File: src/hdl/lz10_pkg.sv
package lz10_pkg;

    // History window and derived address width.
    localparam int WINDOW_DEPTH = 4096;
    localparam int WIN_AW       = $clog2(WINDOW_DEPTH);

    // Field widths.
    localparam int BYTE_W = 8;
    localparam int CNT_W  = 29;
    localparam int LEN_W  = 5;
    localparam int FLAG_CNT_W = 4;

    // Copy length is the upper nibble of the first reference byte plus this bias.
    localparam logic [LEN_W-1:0] LEN_BIAS = LEN_W'(3);
    // Number of token flags carried by one flag byte.
    localparam logic [FLAG_CNT_W-1:0] FLAG_BITS = FLAG_CNT_W'(8);

    // Depth of the command queue between parser and copy engine.
    localparam int CMD_FIFO_DEPTH = 2;

    // Parser phase.
    typedef enum logic [1:0] {
        PH_FLAG,
        PH_TOKEN,
        PH_REF2
    } phase_t;

    // Kind of command handed from the parser to the copy engine.
    typedef enum logic [1:0] {
        CMD_NONE,
        CMD_LIT,
        CMD_COPY
    } cmd_kind_t;

    // Copy engine state.
    typedef enum logic {
        BK_IDLE,
        BK_COPY
    } bk_state_t;

    // One command: a literal, a back-reference copy or a bare stream restart.
    typedef struct packed {
        cmd_kind_t               kind;
        logic [BYTE_W-1:0]       data;     // literal byte
        logic [WIN_AW-1:0]       dist_m1;  // copy distance minus one
        logic [LEN_W-1:0]        count;    // bytes to emit, already clipped
        logic                    hit;      // last byte of this command reaches the limit
        logic                    restart;  // stream ends after this command
    } cmd_t;

endpackage

File: src/hdl/lz10_cmd_fifo.sv
module lz10_cmd_fifo import lz10_pkg::*; (
    input  logic clk,
    input  logic rst_n,
    input  logic push,
    input  cmd_t push_cmd,
    output logic full,
    input  logic pop,
    output cmd_t head,
    output logic empty
);

    localparam int PTR_W = (CMD_FIFO_DEPTH > 1) ? $clog2(CMD_FIFO_DEPTH) : 1;
    localparam int CNT_QW = $clog2(CMD_FIFO_DEPTH + 1);

    cmd_t              entry_reg [CMD_FIFO_DEPTH];
    logic [PTR_W-1:0]  wr_ptr_reg;
    logic [PTR_W-1:0]  wr_ptr_next;
    logic [PTR_W-1:0]  rd_ptr_reg;
    logic [PTR_W-1:0]  rd_ptr_next;
    logic [CNT_QW-1:0] count_reg;
    logic [CNT_QW-1:0] count_next;

    assign full  = (count_reg == CNT_QW'(CMD_FIFO_DEPTH));
    assign empty = (count_reg == '0);
    assign head  = entry_reg[rd_ptr_reg];

    // Pointer and fill count updates; pointers wrap at the queue depth.
    always_comb
    begin
        wr_ptr_next = wr_ptr_reg;
        rd_ptr_next = rd_ptr_reg;
        count_next  = count_reg;
        if (push)
        begin
            wr_ptr_next = (wr_ptr_reg == PTR_W'(CMD_FIFO_DEPTH - 1)) ? '0
                                                                      : wr_ptr_reg + PTR_W'(1);
        end
        if (pop)
        begin
            rd_ptr_next = (rd_ptr_reg == PTR_W'(CMD_FIFO_DEPTH - 1)) ? '0
                                                                      : rd_ptr_reg + PTR_W'(1);
        end
        if (push && !pop)
        begin
            count_next = count_reg + CNT_QW'(1);
        end
        else if (pop && !push)
        begin
            count_next = count_reg - CNT_QW'(1);
        end
    end

    always_ff @(posedge clk or negedge rst_n)
    begin
        if (!rst_n)
        begin
            wr_ptr_reg <= '0;
            rd_ptr_reg <= '0;
            count_reg  <= '0;
        end
        else
        begin
            wr_ptr_reg <= wr_ptr_next;
            rd_ptr_reg <= rd_ptr_next;
            count_reg  <= count_next;
        end
    end

    // Command storage.
    always_ff @(posedge clk)
    begin
        if (push)
        begin
            entry_reg[wr_ptr_reg] <= push_cmd;
        end
    end

endmodule

File: config.mk
export PLATFORM = sky130hd
export DESIGN_NAME = lz10_cmd_fifo
export DESIGN_NICKNAME = d
export VERILOG_FILES = /design/src/hdl/lz10_pkg.sv /design/src/hdl/lz10_cmd_fifo.sv
export SDC_FILE = /design/constraint.sdc
export NUM_CORES = 1
export LEC_CHECK = 0
export BUFFER_PORTS_ARGS = -buffer_cell sky130_fd_sc_hd__buf_4
export CAP_MARGIN = 10
export CORE_MARGIN = 3
export CORE_UTILIZATION = 46
export DETAILED_ROUTE_END_ITERATION = 10
export PLACE_DENSITY = 0.74
export SLEW_MARGIN = 20
export SYNTH_ARGS = -nofsm -noshare
export SYNTH_HDL_FRONTEND = slang
export SYNTH_SLANG_ARGS = --single-unit
File: constraint.sdc
create_clock -name clk -period 2.1 [get_ports clk]
set_input_delay 0.42 -clock clk [delete_from_list [all_inputs] [get_ports clk]]
set_output_delay 0.42 -clock clk [all_outputs]
set_load 0.01 [all_outputs]
# [Yosys cells after proc, flatten, opt, wreduce, memory -nomap -nowiden]
# Memory sizes are Yosys's and may differ from the RTL's.
# Index checks and enable logic that the tools add are counted.
[totals] reg_bits=4 latch_bits=0 mem_bits_rw=58 romBits=0 in_bits=33 wordCells=21 memories=1
[classes] n_addsub=4 mul=0 div=0 magnitude_cmp=0 n_eq_ne=1 shifts=0 mux=6 bitwise_logic=0 reduce_logical=6
[memory_table] name="entry_reg" words=2 width=29 rd=1 rd_clocked_by_memory_dff=0 write_ports=1 line="lz10_cmd_fifo.sv:15" source="cmd_t entry_reg [CMD_FIFO_DEPTH];"
[ops] op="two-way mux 1 bit" n=4
[ops] op="two-way mux 2 bit" n=2
[ops] op="adder 1 bit, second input constant" n=2
[ops] op="adder 2 x 1 -> 2 bit, second input constant" n=1
[ops] op="== test 2 bit, second input constant" n=1
[ops] op="logical AND 1 bit" n=2
[ops] op="logical NOT 1 bit" n=2
[ops] op="logical NOT 2 bit" n=1
[ops] op="nonzero test 2 bit" n=1
[ops] op="subtractor 2 x 1 -> 2 bit, second input constant" n=1

# [Logic depth before layout (Yosys ltp)]
[logic_depth] word_depth=4 mapped_depth=5

# [Least setup slack after synthesis]
# Ideal clock, no wire load.
[synth_path] path_kind="input-to-reg" from="input port push" to="memory entry_reg[0][0] (netlist bit), enable pin" arrival_ps=1739 required_ps=1682 path_slack_ps=-58 path_stages=1 n_path_buf=0 cell_sequence="nor2b_1"
[synth_between] elab_chain_cells=2
[synth_rtl] element="from (decl)" line="lz10_cmd_fifo.sv:4" source="input logic push,"
[synth_rtl] element="two-way mux 1 bit" line="lz10_cmd_fifo.sv:72" source="if (push)"
[synth_rtl] element="two-way mux 1 bit (not written as such)" line="lz10_cmd_fifo.sv:74" source="entry_reg[wr_ptr_reg] <= push_cmd;"
[synth_rtl] element="to (decl)" line="lz10_cmd_fifo.sv:15"
# No other way between the ends.

==> metrics <==
number of DRC violations after detailed-routing iteration 0 108; most used standard cell by instance count after synthesis sky130_fd_sc_hd__edfxtp_1; GRT Total Usage 0.135; vias in the first global route 1244; number of buffer cells added on primary ports 63; maximum cell stage delay along the critical path 0.35 ns; internal portion of total power 3.14 mW; critical path's slowest cell sky130_fd_sc_hd__dfrtp_2; slew at the pin closest to its max-slew limit approximately 0.36 ns; vias after detailed routing 1176; mean routed wirelength per cell roughly 15 um; Setup Skew about 0.0048 ns; Bufs and invs on worst path 2; number of placed instances, taps included around 240; crit path cell chain buf_4 > mux2_4 > buf_4; std cell rows 25; non-filler instance count after layout 255; total leakage power 1.32 nW; cell class contributing the biggest share of worst-path delay buffers and inverters; power share of the sequential group 0.407; I/O pins 64; number of standard cells after synthesis 106; DIE WIDTH roughly 78 um; Cells on Worst Hold Path 1; drt pass-1 iters 4; instance area after placement 2980 um2; share of Yosys cell area claimed by the top area cell type 0.727; Yosys warnings 0; Yosys reg bits 62; largest net degree at the start of global routing 21; Net Sw Frac 0.266; number of cells on the critical path 3; Worst Path Max Fanout 20; worst-case clock buffer depth 2; Routability Congestion between 0.6 and 0.7; area of the die 6110 um2; signed area change from the synthesized netlist to the final layout 33.6%; clock latency of the later-clocked register in the worst-skew pair 0.32 ns; post-synthesis sequential area ratio 0.768; outcome complete, no violations; detailed-placement wirelength estimate between 2 and 3 mm; VDD IR-drop max slightly above 0.8 mV; core area 4880 um2; routed wire length 3.82 mm; Main synth FF type sky130_fd_sc_hd__edfxtp_1; antenna cells 0; number of H-tree levels 3; highest clock frequency the design can meet around 0.52 GHz; number of enable-type register cells in the synthesized netlist 58; # clock sinks 62; Residual DRC 0; Worst R2R Path Depth 2; fin worst setup slack between 0.15 and 0.2 ns; final number of setup-violating endpoints 0; portion of total power attributed to combinational logic 0.338; total CTS buffers 9; nets 217; Mapped Area 2400 um2; Starting Density 0.491; Tightest Hold Check Type input port to flop; most numerous cell types in the synthesized netlist 58 x sky130_fd_sc_hd__edfxtp_1, 29 x sky130_fd_sc_hd__mux2_4, 4 x sky130_fd_sc_hd__dfrtp_1, 4 x sky130_fd_sc_hd__xor2_1, 3 x sky130_fd_sc_hd__buf_6; share of the cycle needed by the critical path after routing 0.910; share of cells above drive strength 1 0.601; first-pass GRT wire length 6.15 mm; FFs w/ async S/R, synth 0.0645; Largest register FFs 58; required time reported for the critical path endpoint 1.68 ns; net switching power figure 1.14 mW; clock edge transition at the registers on the reported setup and hold paths 0.07 ns; most numerous cell on the critical path sky130_fd_sc_hd__buf_4; Worst Setup Slack post-DPL about 0.51 ns; setup repair after global routing missed its margin false; Tmin final roughly 1.9 ns; syn_area_per_cell 22.6 um2; Power Density 1340 nW/um2; data arrival time of the critical path 1.49 ns; max-capacitance violation count 0; startpoint class of the critical path flop; Critical Setup Path Class flop to output pin; post-route antenna net violation count 0; global route overflow 0; root buffer selected by CTS sky130_fd_sc_hd__clkbuf_8; Netlist cell types 11; top cells by area in the synthesized netlist sky130_fd_sc_hd__edfxtp_1 73%, sky130_fd_sc_hd__mux2_4 18%, sky130_fd_sc_hd__dfrtp_1 4.2%, sky130_fd_sc_hd__xor2_1 1.5%, sky130_fd_sc_hd__buf_6 1.4%; Setup TNS Final 0 ns; post-synth net total 140; remaining max-slew budget at the tightest pin 0.758; routed vias/inst 4.61; TritonCTS clock tree done; Clk network pwr share 0.255; CP Capture Type output pin; final instance area 3200 um2; Final Hold Violating Endpoints 0; number of max-slew violations in the final report 0; die outline height a little under 80 um; cell type with the largest total area after synthesis sky130_fd_sc_hd__edfxtp_1; initial antenna violation count 0
[layout by cell type, fill, tap and decap left out, drive strengths merged]
master and count:
clkinv 4, mux2 29, nor2b 2, xor2 4, clkinvlp 1, bufinv 2, inv 1, buf 68
dfrtp 4, clkbuf 9, edfxtp 58, nor2 2, dlygate4sd3 1, and2 1, ha 1, xnor2 1
[layer usage]
| layer | wire [um] | vias up | global-route usage |
|---|---|---|---|
| met5 | 0 | - | 0 |
| met4 | 36 | 0 | 0.0472 |
| met3 | 255 | 5 | 0.0665 |
| met2 | 2070 | 37 | 0.223 |
| met1 | 1460 | 573 | 0.152 |
| li1 | - | 561 | - |
[worst register-to-register path: stages, from the launching register on]
cell	delay [ns]
sky130_fd_sc_hd__dfrtp_1	0.43
sky130_fd_sc_hd__nor2b_4	0.32
sky130_fd_sc_hd__buf_12	0.22
[metrics by stage]
stage | total power [mW] | utilization | hold WS [ns]
2_1_floorplan | 2.66 | - | 0.124
3_3_place_gp | 3.20 | 0.611 | 0.217
3_5_place_dp | 3.24 | 0.611 | 0.219
5_1_grt | 4.50 | 0.656 | 0.247
4_1_cts | 4.35 | 0.656 | 0.262
6_report | 4.28 | 0.656 | 0.278
[path summary, 6_finish.rpt]
check / startpoint / to / slack [ns]
max in group asynchronous: rst_n / rd_ptr_reg / 1.56
setup reg to reg: wr_ptr_reg / entry_reg[0][4] / 0.83
min in group asynchronous: rst_n / count_reg[0] / 0.42
hold / removal: push_cmd[17] / entry_reg[1][17] / 0.28
hold reg to reg: count_reg[1] / count_reg[1] / 0.50
setup / recovery: rd_ptr_reg / head[17] / 0.19
[area by class of cell]
cell class                      instances  area, um2
Tap cell                               67       83.8
Sequential cell                        62       1840
Inverter                                1       3.75
Multi-Input combinational cell         40        526
Clock buffer                            9        124
Fill cell                             355       1680
Timing Repair Buffer                   69        533
Clock inverter                          7       88.8
[cells by family (layout without fill, tap and decap cells)]
| logic type | after synthesis | in the layout | synth area share |
|---|---|---|---|
| xor gates and xnor gates | 5 | 5 | 0.0183 |
| DFF | 62 | 62 | 0.768 |
| muxes | 29 | 29 | 0.182 |
| and+or+nand+nor | 5 | 5 | 0.0110 |
| buffers and inverters | 4 | 86 | 0.0157 |
| adders and majority gates | 1 | 1 | 0.00522 |
[power by group through the flow]
| stage | registers, mW | logic [mW] | clock network, mW |
|---|---|---|---|
| after global placement | 1.75 | 1.44 | 0 |
| after detailed placement | 1.77 | 1.47 | 0 |
| after CTS | 1.75 | 1.47 | 1.13 |
| after global routing | 1.77 | 1.53 | 1.20 |
| after floorplan | 1.75 | 0.913 | 0 |
| final | 1.74 | 1.44 | 1.09 |
[repair_timing]
action	4_1_cts	5_1_grt
gates resized for setup	0	0
buffers inserted	0	0
hold buffers	1	0
hold endpoints to repair	4	0
Note: power is estimated with default switching activity, not from simulation.
