--- config.mk ---
export PLATFORM = sky130hd
export DESIGN_NAME = lz10_parser
export DESIGN_NICKNAME = d
export VERILOG_FILES = /design/src/hdl/lz10_pkg.sv /design/src/hdl/lz10_parser.sv
export SDC_FILE = /design/constraint.sdc
export NUM_CORES = 1
export LEC_CHECK = 0
export ABC_CLOCK_PERIOD_IN_PS = 4700
export BUFFER_PORTS_ARGS = -buffer_cell sky130_fd_sc_hd__clkbuf_2
export CORE_MARGIN = 8
export CORE_UTILIZATION = 53
export DETAILED_ROUTE_END_ITERATION = 12
export PLACE_DENSITY_LB_ADDON = 0.05
export SLEW_MARGIN = 10
export SYNTH_ARGS = -nofsm -noshare
export SYNTH_HDL_FRONTEND = slang
export SYNTH_SLANG_ARGS = --single-unit
--- constraint.sdc ---
create_clock -name clk -period 4.7 [get_ports clk]
set_clock_uncertainty 0.1 [all_clocks]
set_input_delay 0.705 -clock clk [delete_from_list [all_inputs] [get_ports clk]]
set_output_delay 0.705 -clock clk [all_outputs]
set_load 0.05 [all_outputs]
--- src/hdl/lz10_pkg.sv ---
package lz10_pkg;

    // History window and derived address width.
    localparam int WINDOW_DEPTH = 4096;
    localparam int WIN_AW       = $clog2(WINDOW_DEPTH);

    // Field widths.
    localparam int BYTE_W = 8;
    localparam int CNT_W  = 29;
    localparam int LEN_W  = 5;
    localparam int FLAG_CNT_W = 4;

    // Copy length is the upper nibble of the first reference byte plus this bias.
    localparam logic [LEN_W-1:0] LEN_BIAS = LEN_W'(3);
    // Number of token flags carried by one flag byte.
    localparam logic [FLAG_CNT_W-1:0] FLAG_BITS = FLAG_CNT_W'(8);

    // Depth of the command queue between parser and copy engine.
    localparam int CMD_FIFO_DEPTH = 2;

    // Parser phase.
    typedef enum logic [1:0] {
        PH_FLAG,
        PH_TOKEN,
        PH_REF2
    } phase_t;

    // Kind of command handed from the parser to the copy engine.
    typedef enum logic [1:0] {
        CMD_NONE,
        CMD_LIT,
        CMD_COPY
    } cmd_kind_t;

    // Copy engine state.
    typedef enum logic {
        BK_IDLE,
        BK_COPY
    } bk_state_t;

    // One command: a literal, a back-reference copy or a bare stream restart.
    typedef struct packed {
        cmd_kind_t               kind;
        logic [BYTE_W-1:0]       data;     // literal byte
        logic [WIN_AW-1:0]       dist_m1;  // copy distance minus one
        logic [LEN_W-1:0]        count;    // bytes to emit, already clipped
        logic                    hit;      // last byte of this command reaches the limit
        logic                    restart;  // stream ends after this command
    } cmd_t;

endpackage

--- src/hdl/lz10_parser.sv ---
module lz10_parser import lz10_pkg::*; (
    input  logic              clk,
    input  logic              rst_n,
    input  logic              in_valid,
    output logic              in_ready,
    input  logic [BYTE_W-1:0] in_byte,
    input  logic              in_last,
    input  logic [CNT_W-1:0]  out_size,
    input  logic              fifo_full,
    output logic              push,
    output cmd_t              push_cmd
);

    phase_t                phase_reg;
    phase_t                phase_next;
    logic [BYTE_W-1:0]     flag_reg;
    logic [BYTE_W-1:0]     flag_next;
    logic [FLAG_CNT_W-1:0] bits_left_reg;
    logic [FLAG_CNT_W-1:0] bits_left_next;
    logic [BYTE_W-1:0]     ref_first_reg;
    logic [BYTE_W-1:0]     ref_first_next;
    logic [CNT_W-1:0]      produced_reg;
    logic [CNT_W-1:0]      produced_next;

    logic                  accept;
    logic                  active;
    logic [CNT_W-1:0]      remaining;
    logic [LEN_W-1:0]      ref_len;
    logic                  len_clips;
    logic [LEN_W-1:0]      copy_cnt;
    cmd_t                  cmd;

    assign in_ready = !fifo_full;
    assign accept   = in_valid && in_ready;

    // The parser keeps its own count of bytes that will be produced, so it can
    // clip copies and ignore input once the limit is reached.
    assign active    = (produced_reg < out_size);
    assign remaining = out_size - produced_reg;
    assign ref_len   = LEN_W'(ref_first_reg[BYTE_W-1:4]) + LEN_BIAS;
    assign len_clips = (CNT_W'(ref_len) >= remaining);
    assign copy_cnt  = len_clips ? remaining[LEN_W-1:0] : ref_len;

    // Next phase.
    always_comb
    begin
        phase_next = phase_reg;
        if (accept)
        begin
            if (active)
            begin
                unique case (phase_reg)
                    PH_FLAG:
                    begin
                        phase_next = PH_TOKEN;
                    end
                    PH_TOKEN:
                    begin
                        if (flag_reg[BYTE_W-1])
                        begin
                            phase_next = PH_REF2;
                        end
                        else if (bits_left_reg != FLAG_CNT_W'(1))
                        begin
                            phase_next = PH_TOKEN;
                        end
                        else
                        begin
                            phase_next = PH_FLAG;
                        end
                    end
                    PH_REF2:
                    begin
                        phase_next = (bits_left_reg != '0) ? PH_TOKEN : PH_FLAG;
                    end
                    default:
                    begin
                        phase_next = PH_FLAG;
                    end
                endcase
            end
            if (in_last)
            begin
                phase_next = PH_FLAG;
            end
        end
    end

    // Token decode, flag bookkeeping and command generation.
    always_comb
    begin
        flag_next      = flag_reg;
        bits_left_next = bits_left_reg;
        ref_first_next = ref_first_reg;
        produced_next  = produced_reg;
        cmd.kind       = CMD_NONE;
        cmd.data       = in_byte;
        cmd.dist_m1    = {ref_first_reg[3:0], in_byte};
        cmd.count      = copy_cnt;
        cmd.hit        = 1'b0;
        cmd.restart    = in_last;
        if (accept)
        begin
            if (active)
            begin
                unique case (phase_reg)
                    PH_TOKEN:
                    begin
                        flag_next      = {flag_reg[BYTE_W-2:0], 1'b0};
                        bits_left_next = bits_left_reg - FLAG_CNT_W'(1);
                        if (flag_reg[BYTE_W-1])
                        begin
                            ref_first_next = in_byte;
                        end
                        else
                        begin
                            cmd.kind      = CMD_LIT;
                            cmd.hit       = (remaining == CNT_W'(1));
                            produced_next = produced_reg + CNT_W'(1);
                        end
                    end
                    PH_REF2:
                    begin
                        cmd.kind      = CMD_COPY;
                        cmd.hit       = len_clips;
                        produced_next = produced_reg + CNT_W'(copy_cnt);
                    end
                    default:
                    begin
                        flag_next      = in_byte;
                        bits_left_next = FLAG_BITS;
                    end
                endcase
            end
            if (in_last)
            begin
                flag_next      = '0;
                bits_left_next = '0;
                ref_first_next = '0;
                produced_next  = '0;
            end
        end
    end

    assign push     = accept && ((cmd.kind != CMD_NONE) || in_last);
    assign push_cmd = cmd;

    always_ff @(posedge clk or negedge rst_n)
    begin
        if (!rst_n)
        begin
            phase_reg     <= PH_FLAG;
            flag_reg      <= '0;
            bits_left_reg <= '0;
            ref_first_reg <= '0;
            produced_reg  <= '0;
        end
        else
        begin
            phase_reg     <= phase_next;
            flag_reg      <= flag_next;
            bits_left_reg <= bits_left_next;
            ref_first_reg <= ref_first_next;
            produced_reg  <= produced_next;
        end
    end

endmodule

Word level (Yosys, flattened, before mapping). Index checks and enable logic that the tools add are counted.

Add/sub/neg operators: 5. $lt $le $gt $ge: 2. Equality and inequality tests: 6. Multiplexer cells: 29. Reductions and logical operators: 15.

Operators with widths (number): 2-to-1 mux 29 bit (3); one-hot mux 29 bit (2 select lines) (1); 2-to-1 mux 8 bit (6); adder 29 x 1 -> 29 bit (second input constant) (1); adder 29 x 5 -> 29 bit (1); == test 29 x 1 -> 1 bit (second input constant) (1); greater-or-equal comparator 5 x 29 -> 1 bit (1); < comparator 29 bit (1); subtractor 29 bit (1); one-hot mux 8 bit (2 select lines) (1); 2-to-1 mux 2 bit (5); 2-to-1 mux 4 bit (2); one-hot mux 4 bit (2 select lines) (1); AND reduction 4 bit (2); nonzero test 2 bit (4); 2-to-1 mux 1 bit (6); one-hot mux 2 bit (3 select lines) (1); adder 4 x 2 -> 5 bit (second input constant) (1); 2-to-1 mux 5 bit (1); inequality test 4 x 1 -> 1 bit (second input constant) (1); one-hot mux 2 bit (2 select lines) (1); nonzero test 4 bit (1); subtractor 4 x 1 -> 4 bit (second input constant) (1); inequality test 3 bit (second input constant) (1); other kinds (11) (12).

Register bits: 51. Input port bits: 42. Output and inout port bits: 31. Word-level logic and storage cells: 62.

Logic depth before layout (Yosys ltp).
Depth after elaboration: 7. Gate-level depth with buffers: 25. Depth with buffers taken out: 24.

Least setup slack after synthesis. Ideal clock, no wire load.

Kind: input to register. Start point: input port out_size[0]. End point: register produced_reg[28]. Setup time: 132 ps. Arrival time: 5173 ps. Required time: 4468 ps. Setup slack: -705 ps. Stages on the path: 25. Path buffers: 1. Path through: inv_1 ha_1 fa_1 nand2b_1 a21oi_1 o31a_1 a21boi_1 o31a_1 o41ai_1 nor3_1 a31oi_1 nand4bb_1 buf_6 mux2_4 ha_1 fa_1 a21oi_1 nor2_1 o21a_1 o21a_1 and3_1 nand2b_1 nor4_1 xnor2_1 nor2_1.

Cells in the longest elaborated chain, start to end: 7. Elaborated cells between the ends (all ways): 10. Classes of those cells: add/sub (2); order compare (2); mux (4); reduce/logical (2).

RTL lines: start: declaration (line lz10_parser.sv:8) `input logic [CNT_W-1:0] out_size,`; subtractor 29 bit (line lz10_parser.sv:39) `assign remaining = out_size - produced_reg;`; greater-or-equal comparator 5 x 29 -> 1 bit (line lz10_parser.sv:41) `assign len_clips = (CNT_W'(ref_len) >= remaining);`; 2-to-1 mux 5 bit (line lz10_parser.sv:42) `assign copy_cnt = len_clips ? remaining[LEN_W-1:0] : ref_len;`; adder 29 x 5 -> 29 bit (line lz10_parser.sv:126) `produced_next = produced_reg + CNT_W'(copy_cnt);`; one-hot mux 29 bit (2 select lines) (line lz10_parser.sv:106) `unique case (phase_reg)`; 2-to-1 mux 29 bit (line lz10_parser.sv:104) `if (active)`; 2-to-1 mux 29 bit (line lz10_parser.sv:135) `if (in_last)`; end signal: assignment (line lz10_parser.sv:164) `produced_reg <= produced_next;`; end: declaration (line lz10_parser.sv:22) `logic [CNT_W-1:0] produced_reg;`.

Parallel ways exist; a longest one is shown, timed or not. The select of a mux whose other input is x is not followed. A chain may end at the register's enable or synchronous reset.

Worst setup path after layout.
Start point: input port out_size[12]. End point: register produced_reg[21].

Same word-level chain as after synthesis.

==> summary.txt <==
Floorplanning
  – Die width: 114 um
  – Rows: 36
  – Initial Util: 0.534
  – Core area: 9590 um^2
  – I/O pin count: 73
  – Die area: 13,100 um^2
  – Die span in y: 114 um

Worst setup path
  – Worst-case reg-to-reg path depth: 23
  – Critical Path RT: 4.78 ns
  – Reg2Reg Setup Slack: -0.53 ns
  – RR Endpoint: produced_reg[21]$_DFFE_PN0P_
  – CP Max Fanout: 4
  – CP endpoint kind: flop
  – Startpoint Class: primary input
  – Worst r2r src: produced_reg[14]$_DFFE_PN0P_
  – CP Data Arrival Time: 5.33 ns
  – Kind of critical path: primary input to flop

GRT
  – Grt ovf: 0
  – First-pass GRT wire length: 25,800 um
  – Initial antenna violation count: 0
  – Total global-route track usage: 0.245
  – Largest net degree at the start of global routing: 52
  – Vias in the first global route: 5,474

Timing
  – Peak Freq: 190 MHz
  – Hold WS: 0.387 ns
  – Max_slew headroom: 0.0777
  – Final WS setup: -0.551 ns
  – Max-slew violations: 0
  – Final Hold Viols: 0
  – RSZ-0062 raised after global routing: yes
  – Finish-stage setup viols: 22
  – Slew of the pin with the lowest slew margin: 1.38 ns
  – Period utilization: 1.12
  – Fin crit period: 5.25 ns

Logic synthesis
  – Most instantiated library cell after synthesis: nand2_1
  – Syn Area/Cell: 7.89 um^2
  – #FFs+latches synth: 51
  – Yosys warns: 0
  – Net Count, Synth: 741
  – Largest area contributor in the netlist: dfrtp_1
  – Mapped Cells: 650
  – Yosys cell types: 56
  – Post-synth EDFFs: 0
  – Sequential area share after synthesis: 0.249
  – Synth cell count leaders: nand2_1, nor2_1, dfrtp_1, ha_1, inv_1
  – Area share of the largest cell type after synthesis: 0.249
  – Syn Std Cell Area: 5130 um^2
  – Synth async-reset ratio: 1.00
  – Synth Flop Type: dfrtp_1
  – Top cells by area, synth: dfrtp_1, ha_1, nand2_1, xnor2_1, a21oi_1

Flow run
  – Max-Cap Viols: 0

Min path
  – WHS Path Cells: 2
  – Hold path start: flag_reg[4]$_DFFE_PN0P_
  – Worst hold path type: flop to flop
  – Hold Path End: flag_reg[4]$_DFFE_PN0P_

Detailed routing
  – Iter 0 DRT Violations: 326
  – Detail Route Antenna Nets: 0
  – Vias: 5,549
  – Final wirelength: 16,800 um
  – Drt drc: 0
  – Vias per cell: 5.56
  – DR WL/cell: 16.8 um
  – Initial DRT Pass Iterations: 4

Pwr
  – Pleak: 0.00346 uW
  – Pwr Total: 2060 uW
  – Peak VDD IR: 250 uV
  – Pwr dens: 274 nW/um^2

Place
  – DPL Wire Length: 12,600 um
  – Input/output buffers: 72
  – Final GP Congestion: 0.928

Clock network
  – Hold Buf Count CTS: 0
  – CTS tree: done
  – Number of buffers created by CTS: 5
  – Clock latency on the worst-skew pair: 0.33 ns
  – CTS max path bufs: 2
  – CTS Root Cell: clkbuf_8
  – Sink Count: 51
  – Clk slew on worst S/H paths: 0.11 ns
  – CTS H-Tree Depth: 2

Outcome
  – Status: complete, but fails checks
  – Failing checks: negative setup slack

Layout
  – Layout cell share with drive strength beyond 1: 0.405
  – Nets: 955
  – Syn-to-layout area delta: 46.7%
  – # diodes: 0
  – Max reg flops: 29
[what timing repair did]
action | CTS | global route
setup endpoints to repair | 25 | 31
hold endpoints to repair | 0 | 0
setup buffers | 12 | 12
resized for setup | 34 | 61
pin swaps | 26 | 29
[final cells by class]
cell class	instances	area (um^2)
multi-input combinational	506	3910
fill	702	2070
timing repair buffer	252	1840
sequential	51	1280
inverter	48	193
tap	133	166
clock inverter	3	71.3
clock buffer	5	68.8
[power by group]
part           internal [uW]  switching (uW)  total (uW)
clock network            217             179         396
logic                    522             617        1140
registers                490            37.4         527
total                   1230             834        2060
[worst max-delay path by stage]
stage,startpoint,end,depth (start not counted)
2_1_floorplan,out_size[0],produced_reg[14]$_DFFE_PN0P_,23
3_3_place_gp,out_size[0],produced_reg[23]$_DFFE_PN0P_,25
3_5_place_dp,out_size[0],produced_reg[23]$_DFFE_PN0P_,26
4_1_cts,out_size[0],produced_reg[24]$_DFFE_PN0P_,25
5_1_grt,out_size[0],produced_reg[28]$_DFFE_PN0P_,25
6_report,out_size[12],produced_reg[21]$_DFFE_PN0P_,23
[through the flow]
stage	instances	setup TNS, ns	util	cell area, um^2	setup WS (ns)
floorplan	650	-4.93	-	5300	-0.354
global placement	967	-14.28	0.706	6770	-0.732
detailed placement	967	-17.64	0.706	6770	-0.891
CTS	987	-7.96	0.748	7170	-0.454
global route	998	-14.89	0.784	7520	-0.767
finish	998	-9.47	0.784	7520	-0.551
[critical path: stages]
cell and delay (ns):
clkbuf_2 0.09, ha_1 0.32, nand4_1 0.17, or4_1 0.57, o21ai_0 0.19, a31oi_1 0.07
xnor2_1 0.14, nor4_1 0.33, nand4_1 0.17, nand4bb_1 0.23, buf_6 0.16, buf_4 0.14
mux2i_2 0.15, ha_1 0.35, a21oi_2 0.09, o21bai_1 0.15, a21o_1 0.17, nand4_1 0.13
or2_4 0.28, buf_6 0.14, nor4_1 0.35, xnor2_1 0.17, nor2_1 0.06
[cell usage in the layout, fill, tap and decap left out, types with 6 or more instances in the layout]
cell and n:
a21o_1 12, a21oi_1 33, a21oi_2 9, a221o_1 6, a31oi_1 8, buf_4 175
buf_6 6, clkbuf_2 64, dfrtp_1 50, ha_1 33, ha_4 12, inv_1 41
mux2i_1 14, nand2_1 76, nand2b_1 7, nand3_1 8, nand4_1 12, nor2_1 49
nor3_1 15, nor4_1 8, nor4_4 6, o21a_1 11, o21ai_0 32, o31ai_1 12
xnor2_1 30, xor2_1 9
[layer usage]
| layer | share of wire | track usage | wire (um) |
|---|---|---|---|
| met5 | 0 | 0 | 0 |
| met4 | 0.022 | 0.0763 | 365 |
| met3 | 0.052 | 0.0359 | 863 |
| met2 | 0.49 | 0.423 | 8150 |
| met1 | 0.44 | 0.309 | 7380 |
[logic make-up after synthesis]
kind of cell	count (synthesis)	synth area share
AOI/OAI and AO/OA	165	0.209
xor gates and xnor gates	39	0.0666
adders and majority gates	49	0.123
buffers and inverters	93	0.0901
DFF	51	0.249
muxes	22	0.0461
and+or+nand+nor	231	0.217
No activity file was read; power rests on OpenSTA's default activity.
