`config.mk`:
```
export PLATFORM = sky130hd
export DESIGN_NAME = lz10_copy_engine
export DESIGN_NICKNAME = d
export VERILOG_FILES = /design/src/hdl/lz10_pkg.sv /design/src/hdl/lz10_copy_engine.sv
export SDC_FILE = /design/constraint.sdc
export NUM_CORES = 1
export LEC_CHECK = 0
export BUFFER_PORTS_ARGS = -buffer_cell sky130_fd_sc_hd__buf_2
export CAP_MARGIN = 10
export CORE_MARGIN = 3
export CORE_UTILIZATION = 40
export CTS_BUF_LIST = sky130_fd_sc_hd__clkbuf_4 sky130_fd_sc_hd__clkbuf_8 sky130_fd_sc_hd__clkbuf_16
export DETAILED_ROUTE_END_ITERATION = 12
export PLACE_DENSITY_LB_ADDON = 0.05
export SKIP_LAST_GASP = 1
export SYNTH_ARGS = -nofsm -noshare
export SYNTH_HDL_FRONTEND = slang
export SYNTH_SLANG_ARGS = --single-unit
```
`constraint.sdc`:
```
create_clock -name clk -period 8.35 [get_ports clk]
set_input_delay 2.0875 -clock clk [delete_from_list [all_inputs] [get_ports clk]]
set_output_delay 2.0875 -clock clk [all_outputs]
set_load 0.02 [all_outputs]
```
`src/hdl/lz10_pkg.sv`:
```
package lz10_pkg;

    // History window and derived address width.
    localparam int WINDOW_DEPTH = 4096;
    localparam int WIN_AW       = $clog2(WINDOW_DEPTH);

    // Field widths.
    localparam int BYTE_W = 8;
    localparam int CNT_W  = 29;
    localparam int LEN_W  = 5;
    localparam int FLAG_CNT_W = 4;

    // Copy length is the upper nibble of the first reference byte plus this bias.
    localparam logic [LEN_W-1:0] LEN_BIAS = LEN_W'(3);
    // Number of token flags carried by one flag byte.
    localparam logic [FLAG_CNT_W-1:0] FLAG_BITS = FLAG_CNT_W'(8);

    // Depth of the command queue between parser and copy engine.
    localparam int CMD_FIFO_DEPTH = 2;

    // Parser phase.
    typedef enum logic [1:0] {
        PH_FLAG,
        PH_TOKEN,
        PH_REF2
    } phase_t;

    // Kind of command handed from the parser to the copy engine.
    typedef enum logic [1:0] {
        CMD_NONE,
        CMD_LIT,
        CMD_COPY
    } cmd_kind_t;

    // Copy engine state.
    typedef enum logic {
        BK_IDLE,
        BK_COPY
    } bk_state_t;

    // One command: a literal, a back-reference copy or a bare stream restart.
    typedef struct packed {
        cmd_kind_t               kind;
        logic [BYTE_W-1:0]       data;     // literal byte
        logic [WIN_AW-1:0]       dist_m1;  // copy distance minus one
        logic [LEN_W-1:0]        count;    // bytes to emit, already clipped
        logic                    hit;      // last byte of this command reaches the limit
        logic                    restart;  // stream ends after this command
    } cmd_t;

endpackage

```
`src/hdl/lz10_copy_engine.sv`:
```
module lz10_copy_engine import lz10_pkg::*; (
    input  logic              clk,
    input  logic              rst_n,
    input  cmd_t              head,
    input  logic              q_empty,
    output logic              pop,
    output logic              out_valid,
    input  logic              out_ready,
    output logic [BYTE_W-1:0] out_byte,
    output logic              out_last,
    output logic              out_done,
    output logic              ram_we,
    output logic [WIN_AW-1:0] ram_waddr,
    output logic [BYTE_W-1:0] ram_wdata,
    output logic              ram_re,
    output logic [WIN_AW-1:0] ram_raddr,
    input  logic [BYTE_W-1:0] ram_rdata
);

    bk_state_t         state_reg;
    bk_state_t         state_next;
    logic [WIN_AW-1:0] wp_reg;
    logic [CNT_W-1:0]  produced_reg;
    logic [BYTE_W-1:0] last_byte_reg;
    logic [LEN_W-1:0]  remaining_reg;
    logic [WIN_AW-1:0] dist_m1_reg;
    logic              hit_reg;
    logic              restart_reg;
    logic              out_valid_reg;
    logic [BYTE_W-1:0] out_byte_reg;
    logic              out_last_reg;
    logic              out_done_reg;

    logic              can_load;
    logic              emit;
    logic [BYTE_W-1:0] emit_byte;
    logic              emit_last;
    logic              emit_done;
    logic              restart;
    logic              load_copy;
    logic              copy_last;
    logic              src_valid;
    logic [BYTE_W-1:0] copy_byte;
    logic [WIN_AW-1:0] rd_base;
    logic [WIN_AW-1:0] rd_dist_m1;

    // The output register can take a byte when empty or being drained.
    assign can_load  = !out_valid_reg || out_ready;
    assign copy_last = (remaining_reg == LEN_W'(1));

    // A source byte is real only when it lies inside the current stream;
    // distance one repeats the byte just emitted, which is still being written.
    assign src_valid = (CNT_W'(dist_m1_reg) < produced_reg);
    assign copy_byte = !src_valid ? '0
                     : (dist_m1_reg == '0) ? last_byte_reg : ram_rdata;

    // Read address: write position minus distance, one ahead while copying.
    assign rd_base    = (state_reg == BK_COPY) ? wp_reg + WIN_AW'(1) : wp_reg;
    assign rd_dist_m1 = (state_reg == BK_COPY) ? dist_m1_reg : head.dist_m1;
    assign ram_raddr  = rd_base + ~rd_dist_m1;

    // Next state.
    always_comb
    begin
        state_next = state_reg;
        unique case (state_reg)
            BK_IDLE:
            begin
                if (!q_empty && (head.kind == CMD_COPY))
                begin
                    state_next = BK_COPY;
                end
            end
            BK_COPY:
            begin
                if (can_load && copy_last)
                begin
                    state_next = BK_IDLE;
                end
            end
            default:
            begin
                state_next = BK_IDLE;
            end
        endcase
    end

    // Command execution.
    always_comb
    begin
        pop       = 1'b0;
        emit      = 1'b0;
        emit_byte = copy_byte;
        emit_last = copy_last;
        emit_done = copy_last && hit_reg;
        restart   = 1'b0;
        load_copy = 1'b0;
        ram_re    = 1'b0;
        unique case (state_reg)
            BK_IDLE:
            begin
                if (!q_empty)
                begin
                    unique case (head.kind)
                        CMD_LIT:
                        begin
                            if (can_load)
                            begin
                                pop       = 1'b1;
                                emit      = 1'b1;
                                emit_byte = head.data;
                                emit_last = 1'b1;
                                emit_done = head.hit;
                                restart   = head.restart;
                            end
                        end
                        CMD_COPY:
                        begin
                            pop       = 1'b1;
                            load_copy = 1'b1;
                            ram_re    = 1'b1;
                        end
                        default:
                        begin
                            pop     = 1'b1;
                            restart = head.restart;
                        end
                    endcase
                end
            end
            BK_COPY:
            begin
                if (can_load)
                begin
                    emit = 1'b1;
                    if (copy_last)
                    begin
                        restart = restart_reg;
                    end
                    else
                    begin
                        ram_re = 1'b1;
                    end
                end
            end
            default:
            begin
                pop = 1'b0;
            end
        endcase
    end

    // Every emitted byte goes into the history window.
    assign ram_we    = emit;
    assign ram_waddr = wp_reg;
    assign ram_wdata = emit_byte;

    // Control state and stream position.
    always_ff @(posedge clk or negedge rst_n)
    begin
        if (!rst_n)
        begin
            state_reg     <= BK_IDLE;
            wp_reg        <= '0;
            produced_reg  <= '0;
            remaining_reg <= '0;
            out_valid_reg <= 1'b0;
        end
        else
        begin
            state_reg <= state_next;
            if (restart)
            begin
                wp_reg       <= '0;
                produced_reg <= '0;
            end
            else if (emit)
            begin
                wp_reg       <= wp_reg + WIN_AW'(1);
                produced_reg <= produced_reg + CNT_W'(1);
            end
            if (load_copy)
            begin
                remaining_reg <= head.count;
            end
            else if (emit && (state_reg == BK_COPY))
            begin
                remaining_reg <= remaining_reg - LEN_W'(1);
            end
            if (emit)
            begin
                out_valid_reg <= 1'b1;
            end
            else if (out_ready)
            begin
                out_valid_reg <= 1'b0;
            end
        end
    end

    // Copy parameters and output payload.
    always_ff @(posedge clk)
    begin
        if (load_copy)
        begin
            dist_m1_reg <= head.dist_m1;
            hit_reg     <= head.hit;
            restart_reg <= head.restart;
        end
        if (emit)
        begin
            last_byte_reg <= emit_byte;
            out_byte_reg  <= emit_byte;
            out_last_reg  <= emit_last;
            out_done_reg  <= emit_done;
        end
    end

    assign out_valid = out_valid_reg;
    assign out_byte  = out_byte_reg;
    assign out_last  = out_last_reg;
    assign out_done  = out_done_reg;

    // A copy in progress always has bytes left to emit.
    a_copy_nonempty: assert property (@(posedge clk) disable iff (!rst_n)
        (state_reg == BK_COPY) |-> (remaining_reg != '0))
        else $error("copy engine busy with no bytes left");

    // The window read must not advance while the output is stalled.
    a_no_read_on_stall: assert property (@(posedge clk) disable iff (!rst_n)
        ((state_reg == BK_COPY) && !can_load) |-> !ram_re)
        else $error("window read advanced during output stall");

    // Commands are taken only between copies.
    a_pop_when_idle: assert property (@(posedge clk) disable iff (!rst_n)
        pop |-> (state_reg == BK_IDLE))
        else $error("command taken while copying");

    // Every new output byte was also written to the window.
    a_out_written: assert property (@(posedge clk) disable iff (!rst_n)
        $rose(out_valid_reg) |-> $past(ram_we))
        else $error("output byte not recorded in history");

endmodule

```
Word-level counts from Yosys, hierarchy flattened. Index checks and enable logic that the tools add are counted. W data, S select, Z words.

Output and inout port bits: 46. Flip-flop bits (word level): 72. Word-level logic and storage cells: 78.

Mux-type cells: 46. Order comparisons: 1. Reductions and logical operators: 11. Bitwise gates (word level): 2. Equal/unequal tests: 3. Add/sub/neg operators: 4.

Operators with widths (count): $mux W29 (2); $mux W12 (4); $mux W8 (6); $add A29 B1 Y29 const B (1); $lt A12 B29 Y1 (1); $mux W1 (27); $add A12 B1 Y12 const B (1); $add A12 B12 Y12 (1); $logic_not A12 Y1 (1); $not A12 Y12 (1); $mux W5 (2); $pmux W1 S2 (5); $reduce_bool A2 Y1 (3); $eq A5 B1 Y1 const B (1); $sub A5 B1 Y5 const B (1); $logic_and A1 B1 Y1 (4); $eq A2 B1 Y1 const B (1); $eq A2 B2 Y1 const B (1); $logic_not A1 Y1 (2); $logic_or A1 B1 Y1 (1); $not A1 Y1 (1).

Logic depth before layout (Yosys ltp). Gate-level depths: netlist of run 1.

Word-level depth: 9. Gate-level depth with buffers: 13. Gate-level depth less buffers: 12.

Worst setup path before layout of run 1. Ideal clock, no wire load.

Path type: input to output. Start: input port head[7] (netlist name). End: output port ram_raddr[10]. Required time: 6262 ps. Cell stages on the path: 10. Slack: 2392 ps. Data arrival time: 3871 ps. Path buffers: 0. Cell sequence: mux2i_1 > ha_1 > inv_1 > fa_1 > nor2b_1 > o31a_1 > o21ai_0 > nor2b_1 > o21ai_0 > xor2_1.

Word-level cells in the longest chain between the ends: 3.

RTL lines: from (decl) (RTL line lz10_copy_engine.sv:4) `input cmd_t head,`; $mux W12 (RTL line lz10_copy_engine.sv:59) `assign rd_dist_m1 = (state_reg == BK_COPY) ? dist_m1_reg : head.dist_m1;`; $not A12 Y12 (RTL line lz10_copy_engine.sv:60) `assign ram_raddr = rd_base + ~rd_dist_m1;`; $add A12 B12 Y12 (RTL line lz10_copy_engine.sv:60); to (decl) (RTL line lz10_copy_engine.sv:16) `output logic [WIN_AW-1:0] ram_raddr,`.

No other way between the ends.

Worst setup path in the final report of run 1. Same ends and word-level chain as after synthesis.

==> results_dict.tcl, run 1 <==
set metrics [dict create \
    worstPathArrival_ps 4140 \
    seqCellArea_um2 1920 \
    dieWidth_um 112 \
    grt_usage_pct 17.7 \
    cts_resized 0 \
    drtIter0Drc 175 \
    clock_path_buffers 2 \
    critPathRequiredTime_ps 6260 \
    crit_type "in2out" \
    yosysSeqAreaShare_pct 42.8 \
    fillers 1078 \
    drt_wl_total_mm 10.7 \
    startpoint_type "input pin" \
    antenna_cells 0 \
    syn-num-nets 543 \
    drt_first_pass_iters 4 \
    post-route-period-util_pct 74.5 \
    status "finished clean" \
    synth_top_area_share_pct 26.7 \
    antenna_found_initial 0 \
    rows 38 \
    syn_area_per_cell_um2 9.50 \
    cts_buffers 9 \
    slew_viol_final 0 \
    crit_family "adder cells" \
    cp_num_buf_inv 3 \
    grt_max_degree 49 \
    hpwl_mm 7.95 \
    p_leak_uw 0.00248 \
    place_area_um2 5060 \
    area_growth_syn_to_layout_pct 17.0 \
    largest_register_ffs 29 \
    min_path_type "reg2reg" \
    startpoint "head[7]" \
    synth_edf_count 24 \
    synth_top_area_cell "dfrtp_1" \
    cp-end-kind "primary output" \
    clkTransAtPathRegs_ps 80 \
    max_stage_delay_ps 400 \
    hold_viol 0 \
    cts_tree "built" \
    drv_cap 0 \
    cts_hold_buf 0 \
    yosysWarnings 0 \
    core_area_um2 10900 \
    drtAntennaViolNets 0 \
    rsz0062_at_grt "no" \
    crit_fanout 2 \
    ir_worst_vdd_mv 0.179 \
    cts_num_sinks 72 \
    r2r-start "dist_m1_reg[2]" \
    dieArea_um2 12500 \
    multi_input_area_um2 2400 \
    tightest_slew_ps 719 \
    fmax_ghz 0.161 \
    clk_latency_ps 360 \
    cp_cell_sequence "buf_2 > mux2i_1 > ha_1 > inv_1 > fa_1 > nor2b_1 > o31a_1 > o21ai_0 > nor2b_1 > o21ai_0 > xor2_1 > buf_2" \
    synthFlopType "dfrtp_1" \
    initial_utilization_pct 41.3 \
    final_nets 626 \
    cts.root.buffer_cell "clkbuf_8" \
    viasPerCell 5.15 \
    dr_total_vias 3611 \
    synth-seq-cells 72 \
    ctsHtreeMaxLevel 3 \
    grt_pass1_wl_mm 17.9 \
    io_pins 87 \
    ys_async_sr_fraction_pct 66.7 \
    globalplace.congestion 0.796 \
    overflow 0 \
    grt_pass1_vias 3556 \
    synth.top_cells.by_area "dfrtp_1, edfxtp_1, ha_1" \
    post-cts-setup-buffers 0 \
    finish.instance_area_um2 5250 \
    drc 0 \
    synthDistinctLibCells 45 \
    worstHoldStart "produced_reg[28]" \
    avgRoutedWirePerCell_um 15.3 \
    skew_ps 14.2 \
    io_buffers 86 \
    syn-cell-area_um2 4490 \
    finalSetupTns_ps 0 \
    fin_crit_ps 6220 \
    netlist_instances 473 \
    chipHeight_um 112 \
    slew_headroom_pct 52.0 \
    powerDensity_nw_per_um2 278 \
    cpMaxStageDelayCell "fa_1" \
    setup_viol 0 \
    drive_above_1_share_pct 20.3 \
]
==> final timing paths <==
| kind | endpoint | slack (ps) | cells past startpoint |
|---|---|---|---|
| worst max-delay path | ram_raddr[10] | 2130 | 12 |
| worst min-delay path | produced_reg[28] | 570 | 2 |
| worst max register to register | out_byte[2] | 5830 | 7 |
| worst min register to register | produced_reg[28] | 570 | 2 |
| max in group asynchronous | ram_waddr[10] | 6060 | 2 |
| min in group asynchronous | produced_reg[13] | 1840 | 2 |
==> cells in the final DEF, fill, tap and decap left out, types with 22 or more instances in the layout <==
master / count
a21oi_1: 27
buf_2: 86
dfrtp_1: 48
edfxtp_1: 24
ha_1: 28
inv_1: 24
nand2_1: 44
nand3_1: 22
nor2_1: 52
xnor2_1: 33
xor2_1: 24
==> synth_stat cells (2+ instances only) <==
cell type	number
a21o_1	7
a21oi_1	27
a31oi_1	2
and3_1	7
and4_1	4
clkbuf_1	17
dfrtp_1	48
edfxtp_1	24
ha_1	28
inv_1	24
mux2i_1	20
nand2_1	44
nand2b_1	4
nand3_1	22
nand4_1	11
nor2_1	52
nor2b_1	6
nor3_1	5
nor4_1	10
nor4b_1	2
o21ai_0	16
o31ai_1	8
or3_1	7
or3_4	2
xnor2_1	33
xor2_1	24
==> worst reg2reg max path, delay by kind of cell (launching register included) <==
family	cells	cell delay, ps
AO/OA/AOI/OAI	4	1320
flip-flops	1	430
adder cells (fa/ha/maj)	1	330
AND/OR/NAND/NOR	2	160
==> area by class of cell <==
class / instances / area share [%]
Clock buffer: 12 / 3.24
Clock inverter: 4 / 0.476
Inverter: 25 / 1.79
Multi-Input combinational cell: 357 / 45.7
Sequential cell: 72 / 36.6
Tap cell: 140 / 3.33
Timing Repair Buffer: 91 / 8.91
==> per-layer routing <==
layer / vias to the layer above / GRT usage, % / part of all wire, %
li1: 1829 / - / -
met1: 1689 / 26.0 / 51
met2: 82 / 26.5 / 43
met3: 11 / 3.53 / 4.8
met4: 0 / 5.21 / 1.2
met5: - / 0 / 0
==> logic make-up after synthesis <==
kind of cell	after synthesis	synth area share [%]
AOI/OAI and AO/OA	70	9.61
buffers and inverters	44	3.93
adders and majority gates	29	8.25
xor gates and xnor gates	57	11.1
muxes	21	4.71
and+or+nand+nor	180	19.6
DFF	72	42.8
==> report_power, final <==
part	internal, µW	switching (µW)	leakage (µW)
registers	437	56.0	0.000870
logic	262	429	0.00150
clock network	137	138	0.000105
total	836	623	0.00248
==> stage by stage <==
stage                     worst slack (ps)  util (%)  hold WS (ps)  std cells  total power [µW]
after global placement                2130      46.5           543        685              1190
after detailed placement              2090      46.5           549        685              1200
after floorplan                       2390         -           519        473               992
after CTS                             2090      48.3           569        701              1480
after global routing                  1890      48.3           615        701              1570
final                                 2130      48.3           567        701              1460
Power figures use the tool's default switching activity.
==> run 2, diff against run 1 <==
==> constraint.sdc (replaced) <==
create_clock -name clk -period 6.4 [get_ports clk]
set_input_delay 1.6 -clock clk [delete_from_list [all_inputs] [get_ports clk]]
set_output_delay 1.6 -clock clk [all_outputs]
set_load 0.02 [all_outputs]
==> results_dict.tcl, run 2 (synthesis results as in run 1) <==
set metrics [dict create \
    cts_resized 0 \
    drtIter0Drc 175 \
    rsz0062_at_grt "no" \
    chipHeight_um 112 \
    io_buffers 86 \
    finalSetupTns_ps 0 \
    initial_utilization_pct 41.3 \
    switching_share_pct 40.7 \
    avgRoutedWirePerCell_um 15.5 \
    powerDensity_nw_per_um2 379 \
    status "finished clean" \
    cts_hold_buf 0 \
    viasPerCell 5.12 \
    largest_register_ffs 29 \
    drtAntennaViolNets 0 \
    skew_ps 14.0 \
    crit_fanout 2 \
    grt_pass1_wl_mm 18.1 \
    overflow 0 \
    grt_usage_pct 17.9 \
    post-cts-setup-buffers 0 \
    setup_viol 0 \
    drive_above_1_share_pct 20.3 \
    clock_path_buffers 2 \
    drv_cap 0 \
    p_seq_share_pct 32.2 \
    antenna_found_initial 0 \
    final_cell_mix "buf_2, nor2_1, dfrtp_1" \
    dieWidth_um 112 \
    cts_num_sinks 72 \
    final_util_pct 48.9 \
    hpwl_mm 8.01 \
    place_area_um2 5060 \
    cp-end-kind "primary output" \
    timing.hold.ws_ps 560 \
    cts.root.buffer_cell "clkbuf_8" \
    dr_total_vias 3589 \
    drt_first_pass_iters 4 \
    clkPwrFrac_pct 23.1 \
    grt_pass1_vias 3606 \
    io_pins 87 \
    rows 38 \
    grt_max_degree 49 \
    p_leak_uw 0.00250 \
    final_common_cell "buf_2" \
    ctsHtreeMaxLevel 3 \
    clk_latency_ps 360 \
    power.internal_uw 1190 \
    fin_crit_ps 5280 \
    worstPathArrival_ps 3680 \
    antenna_cells 0 \
    area_growth_syn_to_layout_pct 18.5 \
    finish.instance_area_um2 5320 \
    critPathRequiredTime_ps 4800 \
    min_path_type "reg2reg" \
    slew_viol_final 0 \
    core_area_um2 10900 \
    tightest_slew_ps 727 \
    cts_buffers 9 \
    post-route-period-util_pct 82.4 \
    drt_wl_total_mm 10.9 \
    fmax_ghz 0.190 \
    clkTransAtPathRegs_ps 70 \
    dieArea_um2 12500 \
    slew_headroom_pct 51.5 \
    startpoint_type "input pin" \
    comb_power_share_pct 44.7 \
    drc 0 \
    ir_worst_vdd_mv 0.265 \
    globalplace.congestion 0.801 \
    crit_type "in2out" \
    switchingPower_uw 821 \
    hold_viol 0 \
    final_nets 626 \
    cts_tree "built" \
]
==> run 2: critical path, cell delays in order <==
cell and delay (ps):
buf_2 110, mux2i_1 130, ha_1 200, inv_1 60
fa_1 400, nor2b_1 180, o31a_1 160, o21ai_0 140
nor2b_1 200, o21ai_0 190, xor2_1 150, buf_2 170
==> run 2: worst paths after layout <==
path / endpoint / start / cells past startpoint / slack [ps]
worst max-delay path: ram_raddr[10] / head[7] / 12 / 1120
worst min-delay path: produced_reg[28] / produced_reg[28] / 2 / 560
worst max register to register: out_byte[2] / dist_m1_reg[2] / 7 / 3860
worst min register to register: produced_reg[28] / produced_reg[28] / 2 / 560
max in group asynchronous: ram_waddr[9] / rst_n / 2 / 4600
min in group asynchronous: produced_reg[8] / rst_n / 2 / 1350
==> run 2: power by group through the flow <==
stage	registers, µW	clock network [µW]	logic (µW)
after global placement	656	0	900
after floorplan	681	0	613
after detailed placement	658	0	910
after global routing	664	495	1000
after CTS	649	477	915
final	649	466	901
==> run 2: metal layers <==
metal | track usage (%) | routed length [µm]
met1 | 25.7 | 5590
met5 | 0 | 0
met3 | 2.50 | 409
met2 | 27.9 | 4720
met4 | 5.93 | 170
==> run 2: area by class of cell <==
cell class	count	area, µm²
Inverter	25	93.8
Clock inverter	3	68.8
Multi-Input combinational cell	357	2400
Fill cell	1051	5570
Clock buffer	13	195
Timing Repair Buffer	91	468
Sequential cell	72	1920
Tap cell	140	175
==> run 2: per-stage QoR <==
step / power [µW] / worst slack, ps / instances
2_1_floorplan: 1290 / 1420 / 473
3_3_place_gp: 1560 / 1150 / 685
3_5_place_dp: 1570 / 1140 / 685
4_1_cts: 2040 / 1130 / 701
5_1_grt: 2160 / 956 / 701
6_report: 2020 / 1120 / 701
